`src/rtl/core/lsfc_pkg.sv`:
```
// Shared types, constants and color table for the LED severity fade controller.
package lsfc_pkg;

  localparam int unsigned ChW = 8;

  typedef enum logic [1:0] {
    OP_SET   = 2'd0,
    OP_CLEAR = 2'd1,
    OP_TICK  = 2'd2,
    OP_FORCE = 2'd3
  } op_e;

  typedef enum logic [1:0] {
    SEV_INFO     = 2'd0,
    SEV_CRITICAL = 2'd1,
    SEV_WARNING  = 2'd2,
    SEV_MONEY    = 2'd3
  } sev_e;

  typedef struct packed {
    logic [ChW-1:0] red;
    logic [ChW-1:0] green;
    logic [ChW-1:0] blue;
  } rgb_t;

  // kill: forget the last emitted color, so the result is always delivered
  typedef struct packed {
    logic kill;
    rgb_t colour;
  } req_t;

  function automatic rgb_t sev_colour(sev_e sev);
    rgb_t c;
    case (sev)
      SEV_CRITICAL: c = '{red: 8'hFF, green: 8'h00, blue: 8'h00};
      SEV_WARNING:  c = '{red: 8'hFF, green: 8'hC8, blue: 8'h00};
      SEV_MONEY:    c = '{red: 8'h00, green: 8'hFF, blue: 8'h00};
      default:      c = '0;
    endcase
    return c;
  endfunction

endpackage

```
`src/rtl/core/lsfc_ifs.sv`:
```
// Valid/ready channel interfaces for input beats and result beats.
interface lsfc_item_if;
  logic        valid;
  logic        ready;
  logic [1:0]  operation;
  logic [1:0]  severity;
  logic [31:0] now_ms;

  modport source(output valid, output operation, output severity, output now_ms, input ready);
  modport sink(input valid, input operation, input severity, input now_ms, output ready);
endinterface

interface lsfc_result_if;
  logic       valid;
  logic       ready;
  logic [7:0] red;
  logic [7:0] green;
  logic [7:0] blue;

  modport source(output valid, output red, output green, output blue, input ready);
  modport sink(input valid, input red, input green, input blue, output ready);
endinterface

```
`src/rtl/core/led_severity_fade_controller.sv`:
```
// Top level: severity/fade control, fade scaler and change-filtered result register.
// Path: an accepted input beat is held in the input register; its result is then
//   captured in the result register when the result side does not stall.
// Throughput: one input beat per cycle; all work for a beat is one combinational pass
//   between the two registers, and the input stalls only while both are held.
// Reset: rst_ni clears control state (not data regs); led_present is 1, nothing held.
module led_severity_fade_controller #(
  parameter int unsigned FADE_DURATION_MS = 300
) (
  input  logic                 clk_i,
  input  logic                 rst_ni,
  input  logic                 cfg_we_i,
  input  logic                 cfg_wdata_i,
  lsfc_item_if.sink            item_i,
  lsfc_result_if.source        result_o
);

  localparam int unsigned RemW = $clog2(FADE_DURATION_MS + 1);

  logic                 led_present_q;
  logic                 in_vld_q;
  lsfc_pkg::op_e        in_op_q;
  lsfc_pkg::sev_e       in_sev_q;
  logic [31:0]          in_now_q;
  lsfc_pkg::sev_e       held_q, held_d;
  logic                 fade_act_q, fade_act_d;
  lsfc_pkg::rgb_t       fade_col_q, fade_col_d;
  logic [31:0]          fade_start_q, fade_start_d;
  logic                 fade_started_q, fade_started_d;
  lsfc_pkg::rgb_t       last_q;
  logic                 last_vld_q;
  lsfc_pkg::rgb_t       out_q;
  logic                 out_vld_q;

  logic                 accept;
  logic                 take;
  logic                 clr;
  logic [31:0]          start_eff;
  logic [31:0]          elapsed;
  logic                 fade_done;
  logic [RemW-1:0]      remain;
  lsfc_pkg::rgb_t       fade_scaled;
  logic                 req_vld;
  lsfc_pkg::req_t       req;
  logic                 out_free;
  logic                 emit;
  logic                 res_fire;

  assign out_free     = !out_vld_q || result_o.ready;
  assign take         = in_vld_q && out_free;
  assign item_i.ready = !in_vld_q || out_free;
  assign accept       = item_i.valid && item_i.ready;

  assign clr       = (in_op_q == lsfc_pkg::OP_CLEAR) ||
                     ((in_op_q == lsfc_pkg::OP_SET) && (in_sev_q == lsfc_pkg::SEV_INFO));
  assign start_eff = fade_started_q ? fade_start_q : in_now_q;
  assign elapsed   = in_now_q - start_eff;
  assign fade_done = elapsed >= 32'(FADE_DURATION_MS);
  assign remain    = RemW'(32'(FADE_DURATION_MS) - elapsed);

  lsfc_fade_pipe #(
    .FADE_MS (FADE_DURATION_MS)
  ) u_scale (
    .colour_i (fade_col_q),
    .remain_i (remain),
    .colour_o (fade_scaled)
  );

  always_comb begin
    held_d         = held_q;
    fade_act_d     = fade_act_q;
    fade_col_d     = fade_col_q;
    fade_start_d   = fade_start_q;
    fade_started_d = fade_started_q;
    req_vld        = 1'b0;
    req.kill       = 1'b0;
    req.colour     = lsfc_pkg::sev_colour(held_q);
    if (take) begin
      if (clr) begin
        if (held_q != lsfc_pkg::SEV_INFO) begin
          fade_col_d     = lsfc_pkg::sev_colour(held_q);
          fade_act_d     = 1'b1;
          fade_started_d = 1'b0;
          fade_start_d   = '0;
        end
        held_d = lsfc_pkg::SEV_INFO;
      end else begin
        case (in_op_q)
          lsfc_pkg::OP_SET: begin
            if (led_present_q) begin
              held_d     = in_sev_q;
              fade_act_d = 1'b0;
            end
          end
          lsfc_pkg::OP_TICK: begin
            if (held_q != lsfc_pkg::SEV_INFO) begin
              req_vld = 1'b1;
            end else if (fade_act_q) begin
              fade_started_d = 1'b1;
              fade_start_d   = start_eff;
              req_vld        = 1'b1;
              if (fade_done) begin
                fade_act_d = 1'b0;
                req.colour = '0;
              end else begin
                req.colour = fade_scaled;
              end
            end
          end
          lsfc_pkg::OP_FORCE: begin
            held_d     = lsfc_pkg::SEV_INFO;
            fade_act_d = 1'b0;
            req_vld    = 1'b1;
            req.kill   = 1'b1;
            req.colour = '0;
          end
          default: ;
        endcase
      end
    end
  end

  assign emit     = req.kill || !last_vld_q || (req.colour != last_q);
  assign res_fire = take && req_vld && emit;

  always_ff @(posedge clk_i or negedge rst_ni) begin
    if (!rst_ni) begin
      led_present_q  <= 1'b1;
      in_vld_q       <= 1'b0;
      held_q         <= lsfc_pkg::SEV_INFO;
      fade_act_q     <= 1'b0;
      fade_col_q     <= '0;
      fade_start_q   <= '0;
      fade_started_q <= 1'b0;
      last_q         <= '0;
      last_vld_q     <= 1'b0;
      out_vld_q      <= 1'b0;
    end else begin
      if (cfg_we_i) begin
        led_present_q <= cfg_wdata_i;
      end
      if (item_i.ready) begin
        in_vld_q <= item_i.valid;
      end
      held_q         <= held_d;
      fade_act_q     <= fade_act_d;
      fade_col_q     <= fade_col_d;
      fade_start_q   <= fade_start_d;
      fade_started_q <= fade_started_d;
      if (out_free) begin
        out_vld_q <= res_fire;
      end
      if (res_fire) begin
        last_q     <= req.colour;
        last_vld_q <= 1'b1;
      end
    end
  end

  always_ff @(posedge clk_i) begin
    if (accept) begin
      in_op_q  <= lsfc_pkg::op_e'(item_i.operation);
      in_sev_q <= lsfc_pkg::sev_e'(item_i.severity);
      in_now_q <= item_i.now_ms;
    end
    if (res_fire) begin
      out_q <= req.colour;
    end
  end

  assign result_o.valid = out_vld_q;
  assign result_o.red   = out_q.red;
  assign result_o.green = out_q.green;
  assign result_o.blue  = out_q.blue;

endmodule

```
`src/rtl/core/lsfc_fade_pipe.sv`:
```
// Combinational per-channel fade scaler: v*(F-e)/F rounded half up, by reciprocal multiply.
module lsfc_fade_pipe #(
  parameter int unsigned FADE_MS = 300
) (
  input  lsfc_pkg::rgb_t                 colour_i,
  input  logic [$clog2(FADE_MS+1)-1:0]   remain_i,
  output lsfc_pkg::rgb_t                 colour_o
);

  localparam int unsigned RemW = $clog2(FADE_MS + 1);
  localparam int unsigned ChW  = lsfc_pkg::ChW;
  localparam int unsigned NumW = RemW + ChW + 1;
  localparam int unsigned DivW = $clog2(2 * FADE_MS);
  localparam int unsigned Sh   = NumW + DivW;
  localparam int unsigned RcpW = NumW + 2;
  localparam int unsigned PrdW = NumW + RcpW;
  localparam longint unsigned Dv  = 64'(2 * FADE_MS);
  localparam longint unsigned Rcp = ((64'd1 << Sh) + Dv - 64'd1) / Dv;
  localparam logic [RcpW-1:0] RcpV = RcpW'(Rcp);
  localparam logic [NumW-1:0] Half = NumW'(FADE_MS);

  logic [2:0][ChW-1:0] col_in;
  logic [2:0][ChW-1:0] col_out;

  assign col_in = colour_i;

  // numerator 2*v*r + F, then floor(num / 2F) as (num * ceil(2^Sh / 2F)) >> Sh
  for (genvar c = 0; c < 3; c++) begin : g_ch
    logic [NumW-1:0] num;
    logic [PrdW-1:0] prod;
    assign num        = ((NumW'(col_in[c]) * NumW'(remain_i)) << 1) + Half;
    assign prod       = PrdW'(num) * PrdW'(RcpV);
    assign col_out[c] = prod[Sh +: ChW];
  end

  assign colour_o = col_out;

endmodule

```
`src/flat_wrapper.sv`:
```
// flat-port wrapper written by rule: the top's interface ports become plain ports
module led_severity_fade_controller_flat 
#(
  parameter int unsigned FADE_DURATION_MS = 300
)
  (clk_i, rst_ni, cfg_we_i, cfg_wdata_i, item_i_valid, item_i_operation, item_i_severity, item_i_now_ms, item_i_ready, result_o_valid, result_o_red, result_o_green, result_o_blue, result_o_ready);
  lsfc_item_if item_i_i ();
  lsfc_result_if result_o_i ();
  input  logic clk_i;
  input  logic rst_ni;
  input  logic cfg_we_i;
  input  logic cfg_wdata_i;
  input wire logic [$bits(item_i_i.valid)-1:0] item_i_valid;
  input wire logic [$bits(item_i_i.operation)-1:0] item_i_operation;
  input wire logic [$bits(item_i_i.severity)-1:0] item_i_severity;
  input wire logic [$bits(item_i_i.now_ms)-1:0] item_i_now_ms;
  output wire logic [$bits(item_i_i.ready)-1:0] item_i_ready;
  output wire logic [$bits(result_o_i.valid)-1:0] result_o_valid;
  output wire logic [$bits(result_o_i.red)-1:0] result_o_red;
  output wire logic [$bits(result_o_i.green)-1:0] result_o_green;
  output wire logic [$bits(result_o_i.blue)-1:0] result_o_blue;
  input wire logic [$bits(result_o_i.ready)-1:0] result_o_ready;
  assign item_i_i.valid = item_i_valid;
  assign item_i_i.operation = item_i_operation;
  assign item_i_i.severity = item_i_severity;
  assign item_i_i.now_ms = item_i_now_ms;
  assign item_i_ready = item_i_i.ready;
  assign result_o_valid = result_o_i.valid;
  assign result_o_red = result_o_i.red;
  assign result_o_green = result_o_i.green;
  assign result_o_blue = result_o_i.blue;
  assign result_o_i.ready = result_o_ready;
  led_severity_fade_controller #(.FADE_DURATION_MS(FADE_DURATION_MS)) u_core (.clk_i(clk_i), .rst_ni(rst_ni), .cfg_we_i(cfg_we_i), .cfg_wdata_i(cfg_wdata_i), .item_i(item_i_i), .result_o(result_o_i));
endmodule
```
`config.mk`:
```
export PLATFORM = sky130hd
export DESIGN_NAME = led_severity_fade_controller_flat
export DESIGN_NICKNAME = d
export VERILOG_FILES = /design/src/rtl/core/lsfc_pkg.sv /design/src/rtl/core/lsfc_ifs.sv /design/src/rtl/core/led_severity_fade_controller.sv /design/src/rtl/core/lsfc_fade_pipe.sv /design/src/flat_wrapper.sv
export SDC_FILE = /design/constraint.sdc
export NUM_CORES = 1
export LEC_CHECK = 0
export BUFFER_PORTS_ARGS = -buffer_cell sky130_fd_sc_hd__buf_4
export CORE_UTILIZATION = 55
export CTS_BUF_LIST = sky130_fd_sc_hd__clkbuf_4
export CTS_CLUSTER_SIZE = 16
export DETAILED_ROUTE_END_ITERATION = 10
export PLACE_DENSITY = 0.77
export SLEW_MARGIN = 10
export SYNTH_ARGS = -nofsm -noshare
export SYNTH_HDL_FRONTEND = slang
export SYNTH_SLANG_ARGS = --single-unit
```
`constraint.sdc`:
```
create_clock -name clk_i -period 15.57 [get_ports clk_i]
set_input_delay 2.3355 -clock clk_i [delete_from_list [all_inputs] [get_ports clk_i]]
set_output_delay 2.3355 -clock clk_i [all_outputs]
set_load 0.1 [all_outputs]
```
# Word-level counts from Yosys, hierarchy flattened
# Index checks and enable logic that the tools add are counted.
# word_totals
register_bits	148
in_bits	42
out_inout_bits	26
word_cells	101
# op_classes
add_sub_neg	5
multipliers	6
order_cmp	1
n_eq_ne	11
muxes	34
reduce_logical	24
# op_table
op	count
2-to-1 mux 32 bit	6
multiplier 18 x 19 -> 36 bit, second input constant	3
2-to-1 mux 24 bit	3
case mux 24 bit (3 select lines)	1
adder 18 x 9 -> 18 bit, second input constant	3
multiplier 8 x 9 -> 17 bit	3
2-to-1 mux 25 bit	2
case mux 24 bit (2 select lines)	1
>= comparator 32 x 9 -> 1 bit, second input constant	1
subtractor 32 bit	1
!= test 24 bit	1
2-to-1 mux 1 bit	16
AND reduction 5 bit	2
subtractor 9 bit, first input constant	1
equality test 2 bit, second input constant	4
AND reduction 3 bit	2
nonzero test 2 bit	3
logical AND 1 bit	5
logical OR 1 bit	5
equality test 2 x 1 -> 1 bit, second input constant	2
logical NOT 2 bit	2
2-to-1 mux 2 bit	2
case mux 2 bit (2 select lines)	1
nonzero test 4 bit	1
other kinds (8)	10

# Depth between registers and ports, before layout
# logic_depth
word_depth	15
depth_mapped	60
ltp_nobuf	56

# Modules after synthesis
# A second synthesis with hierarchy kept.
# hier_totals
hier_cells	3286
area_unflattened_um2	30933.4
# by_module_without_submodules
mod	instances	cells_each	area_per_inst_um2	seq_area_each_um2
lsfc_fade_pipe	1	2445	22808.1	0.0
led_severity_fade_controller	1	841	8125.3	3479.6

# Worst setup path after synthesis
# No wires, ideal clock.
# synth_timing
kind	register to register
startpoint	register u_core.fade_started_q
endpoint	register u_core.last_q[10] (netlist bit)
setup_ns	0.125
arrival_ns	14.645
required_time_ns	15.445
slack_ns	0.800
stages_incl_launch_ff	54
n_path_buf	5
synth_period_minus_slack_ns	14.770
cell_sequence	dfrtp_1 > clkbuf_1 > buf_1 > mux2i_1 > ha_1 > o211a_1 > o21a_1 > clkbuf_1 > o21a_1 > nor2_1 > nand2_1 > xnor2_1 > nand2_1 > inv_1 > fa_1 > fa_1 > fa_1 > inv_1 > (+18 left out) > fa_1 > inv_1 > fa_1 > inv_1 > ha_1 > and2_1 > nand4_1 > or3b_2 > a31oi_1 > a21oi_1 > a221oi_1 > a31o_1 > nor2_1 > or4_4 > nor4_4 > a31oi_4 > buf_6 > mux2_4
# synth_rtl
item	line	source
start: declaration	led_severity_fade_controller.sv:29	logic fade_started_q, fade_started_d;
start signal: assignment	led_severity_fade_controller.sv:149	fade_started_q <= fade_started_d;
end signal: assignment	led_severity_fade_controller.sv:154	last_q <= req.colour;
end: declaration	led_severity_fade_controller.sv:30	lsfc_pkg::rgb_t last_q;

==> run_results.csv <==
group,metric,value,unit
clock_tree,clkTransAtPathRegs,190,ps
routing,drc,0,
die,coreArea,39900,um2
die,die_h,203,um
place,place_congestion,0.978,
clock_tree,root_buffer,"clkbuf_4",
logic_synthesis,synth-main-ff-cell,"dfrtp_1",
place,place_area,23400,um2
logic_synthesis,ys_types,89,
sta,fmax,67.2,MHz
logic_synthesis,synth_area_per_cell,9.29,um2
run_status,outcome,"completed",
clock_tree,tritoncts,"done",
logic_synthesis,synth-seq-cells,111,
sta,timing_max_transition_violations_final,0,
die,ios,68,
sta,skew,24.8,ps
clock_tree,cts_hold_buf,0,
place,port_buffers,59,
critical_path,critPathArrivalTime,15330,ps
cells_and_area,postLayoutCoreUtil,59.7,%
logic_synthesis,ys_warn_count,0,
cells_and_area,area_delta_synth_final,6.80,%
critical_path,critPathMaxFanout,19,
sta,timing.final.crit_share,95.6,%
global_route,grt_pass1_wl,87700,um
global_route,grt_max_degree,70,
cells_and_area,drive_gt1_share,8.12,%
clock_tree,clk_path_buf_depth,2,
sta,min_period,14890,ps
logic_synthesis,yosysSeqAreaShare,13.6,%
critical_path,slowest_delay,560,ps
logic_synthesis,synth_async_sr_flop_share,53.2,%
logic_synthesis,synth_top_area_share,24.4,%
global_route,grt_usage,26.3,%
logic_synthesis,synth_edf_count,52,
job,cap_violations,0,
sta,slew_headroom,22.8,%
cells_and_area,num-nets-final,3154,
global_route,grt_overflow,0,
routing,ant_nets,0,
routing,routed_via_density,5.72,
sta,setup_viol,0,
clock_tree,htree_levels,3,
global_route,grt_pass1_vias,17838,
logic_synthesis,synth_cells,2402,
critical_path,start_kind,"register",
logic_synthesis,ys_top_cells_by_count,"inv_1 (508), ha_1 (382), fa_1 (272), nand2_1 (129), o21ai_0 (109)",
clock_tree,cts_sinks,111,
critical_path,path_common_cell,"fa_1",
sta,final_hold_viol_count,0,
logic_synthesis,yosysMostFrequentCell,"inv_1",
place,hpwl,44700,um
cells_and_area,final_design_area_no_fill,23800,um2
sta,max_slew.worst_pin.slew,1150,ps
logic_synthesis,synth_top_area_cell,"fa_1",
die,fp-row-count,73,
cells_and_area,fillers,3357,
die,dieArea,41400,um2
global_route,antenna_found_initial,2,
clock_tree,clk_latency,520,ps
die,die_w,203,um
critical_path,cp.required,16010,ps
routing,firstDrtPassIters,5,
critical_path,critPathKind,"reg2reg",
routing,drt-total-wl,52500,um
logic_synthesis,synth.area.top_cells,"fa_1 (24%), ha_1 (21%), inv_1 (8.5%), edfxtp_1 (7.0%), dfrtp_1 (6.5%)",
worst_hold_path,min_path_type,"reg2reg",
critical_path,endpoint_kind,"register",
clock_tree,numCtsBuffers,9,
logic_synthesis,synth_area,22300,um2
routing,routedWlPerCell,17.6,um
routing,vias,17111,
critical_path,slowest_stage,"fa_1",
routing,drtIter0Drc,1063,
die,initial_core_util,55.9,%
## layout make-up
cell class	count	area, um2	area share, %
antenna	1	2.50	0.0105
clock buffer	9	67.6	0.283
clock inverter	7	100	0.420
inverter	508	1910	8.00
multi-input combinational	1737	17400	72.9
sequential	111	3040	12.8
tap	525	657	2.76
timing repair buffer	91	691	2.90
## layout by cell type, fill, tap and decap left out, drive strengths merged, types with 22 or more instances in the layout
cell type / count
xor2: 37
o21a: 24
nor2: 84
nand3: 74
xnor2: 70
inv: 511
edfxtp: 52
dfrtp: 58
a21o: 35
mux2: 22
mux2i: 38
and2: 28
ha: 382
buf: 91
a21oi: 88
o21ai: 112
nor3: 27
nand2: 129
fa: 272
## what timing repair did
action | CTS | global route
buffers inserted | 3 | 4
setup endpoints to repair | 31 | 32
pin swaps | 1 | 4
cloned | 1 | 0
gates resized for setup | 8 | 32
## per-stage QoR
stage	TNS [ps]	worst slack, ps	instances	hold slack, ps
after floorplan	0	800	2409	469
after global placement	0	30.4	2964	482
after detailed placement	-7830	-363	2964	496
after CTS	0	111	2984	529
after global routing	-302	-41.7	2989	560
final	0	680	2989	526
## worst paths after layout
kind	from	end	slack (ps)	depth (start not counted)
min in group asynchronous	rst_ni	u_core.last_q[13]	1870	1
worst min-delay path	u_core.fade_start_q[21]	u_core.fade_start_q[21]	530	2
worst max-delay path	u_core.fade_started_q	u_core.last_q[11]	680	51
worst max register to register	u_core.fade_started_q	u_core.last_q[11]	680	51
worst min register to register	u_core.fade_start_q[21]	u_core.fade_start_q[21]	530	2
max in group asynchronous	rst_ni	u_core.fade_started_q	13120	1
## layer usage
metal,GRT usage (%),routed length (um)
met1,35.1,23600
met2,44.8,25100
met3,2.97,2360
met4,8.03,1490
met5,0,0
## flip-flops by register name, indices dropped and copies added (netlist names)
name / count
u_core.last_vld_q: 1
u_core.in_op_q: 2
u_core.held_q: 2
u_core.result_o.valid: 1
u_core.in_vld_q: 1
u_core.fade_col_q: 3
u_core.result_o.red: 8
u_core.fade_start_q: 32
u_core.in_sev_q: 2
u_core.in_now_q: 32
u_core.result_o.green: 8
u_core.fade_started_q: 1
u_core.fade_act_q: 1
u_core.last_q: 16
u_core.led_present_q: 1
## worst max-delay path, delay by kind of cell (launching register included)
family,cells,cell delay [ps]
simple gates,12,3330
fa+ha+maj,13,6130
mux,2,550
xor+xnor,3,630
buf+inv,12,1330
flops,1,430
compound gates,9,2360
## cells by family after synthesis
| logic type | share of synthesized area [%] |
|---|---|
| and+or+nand+nor | 11.2 |
| xor gates and xnor gates | 4.30 |
| muxes | 2.93 |
| other | 0.0168 |
| DFF | 13.6 |
| AOI/OAI and AO/OA | 12.5 |
| adders and majority gates | 45.8 |
| buffers and inverters | 9.66 |
Power is not shown: default switching activity piles up to over one toggle a cycle in this logic, so the estimate is an artifact.
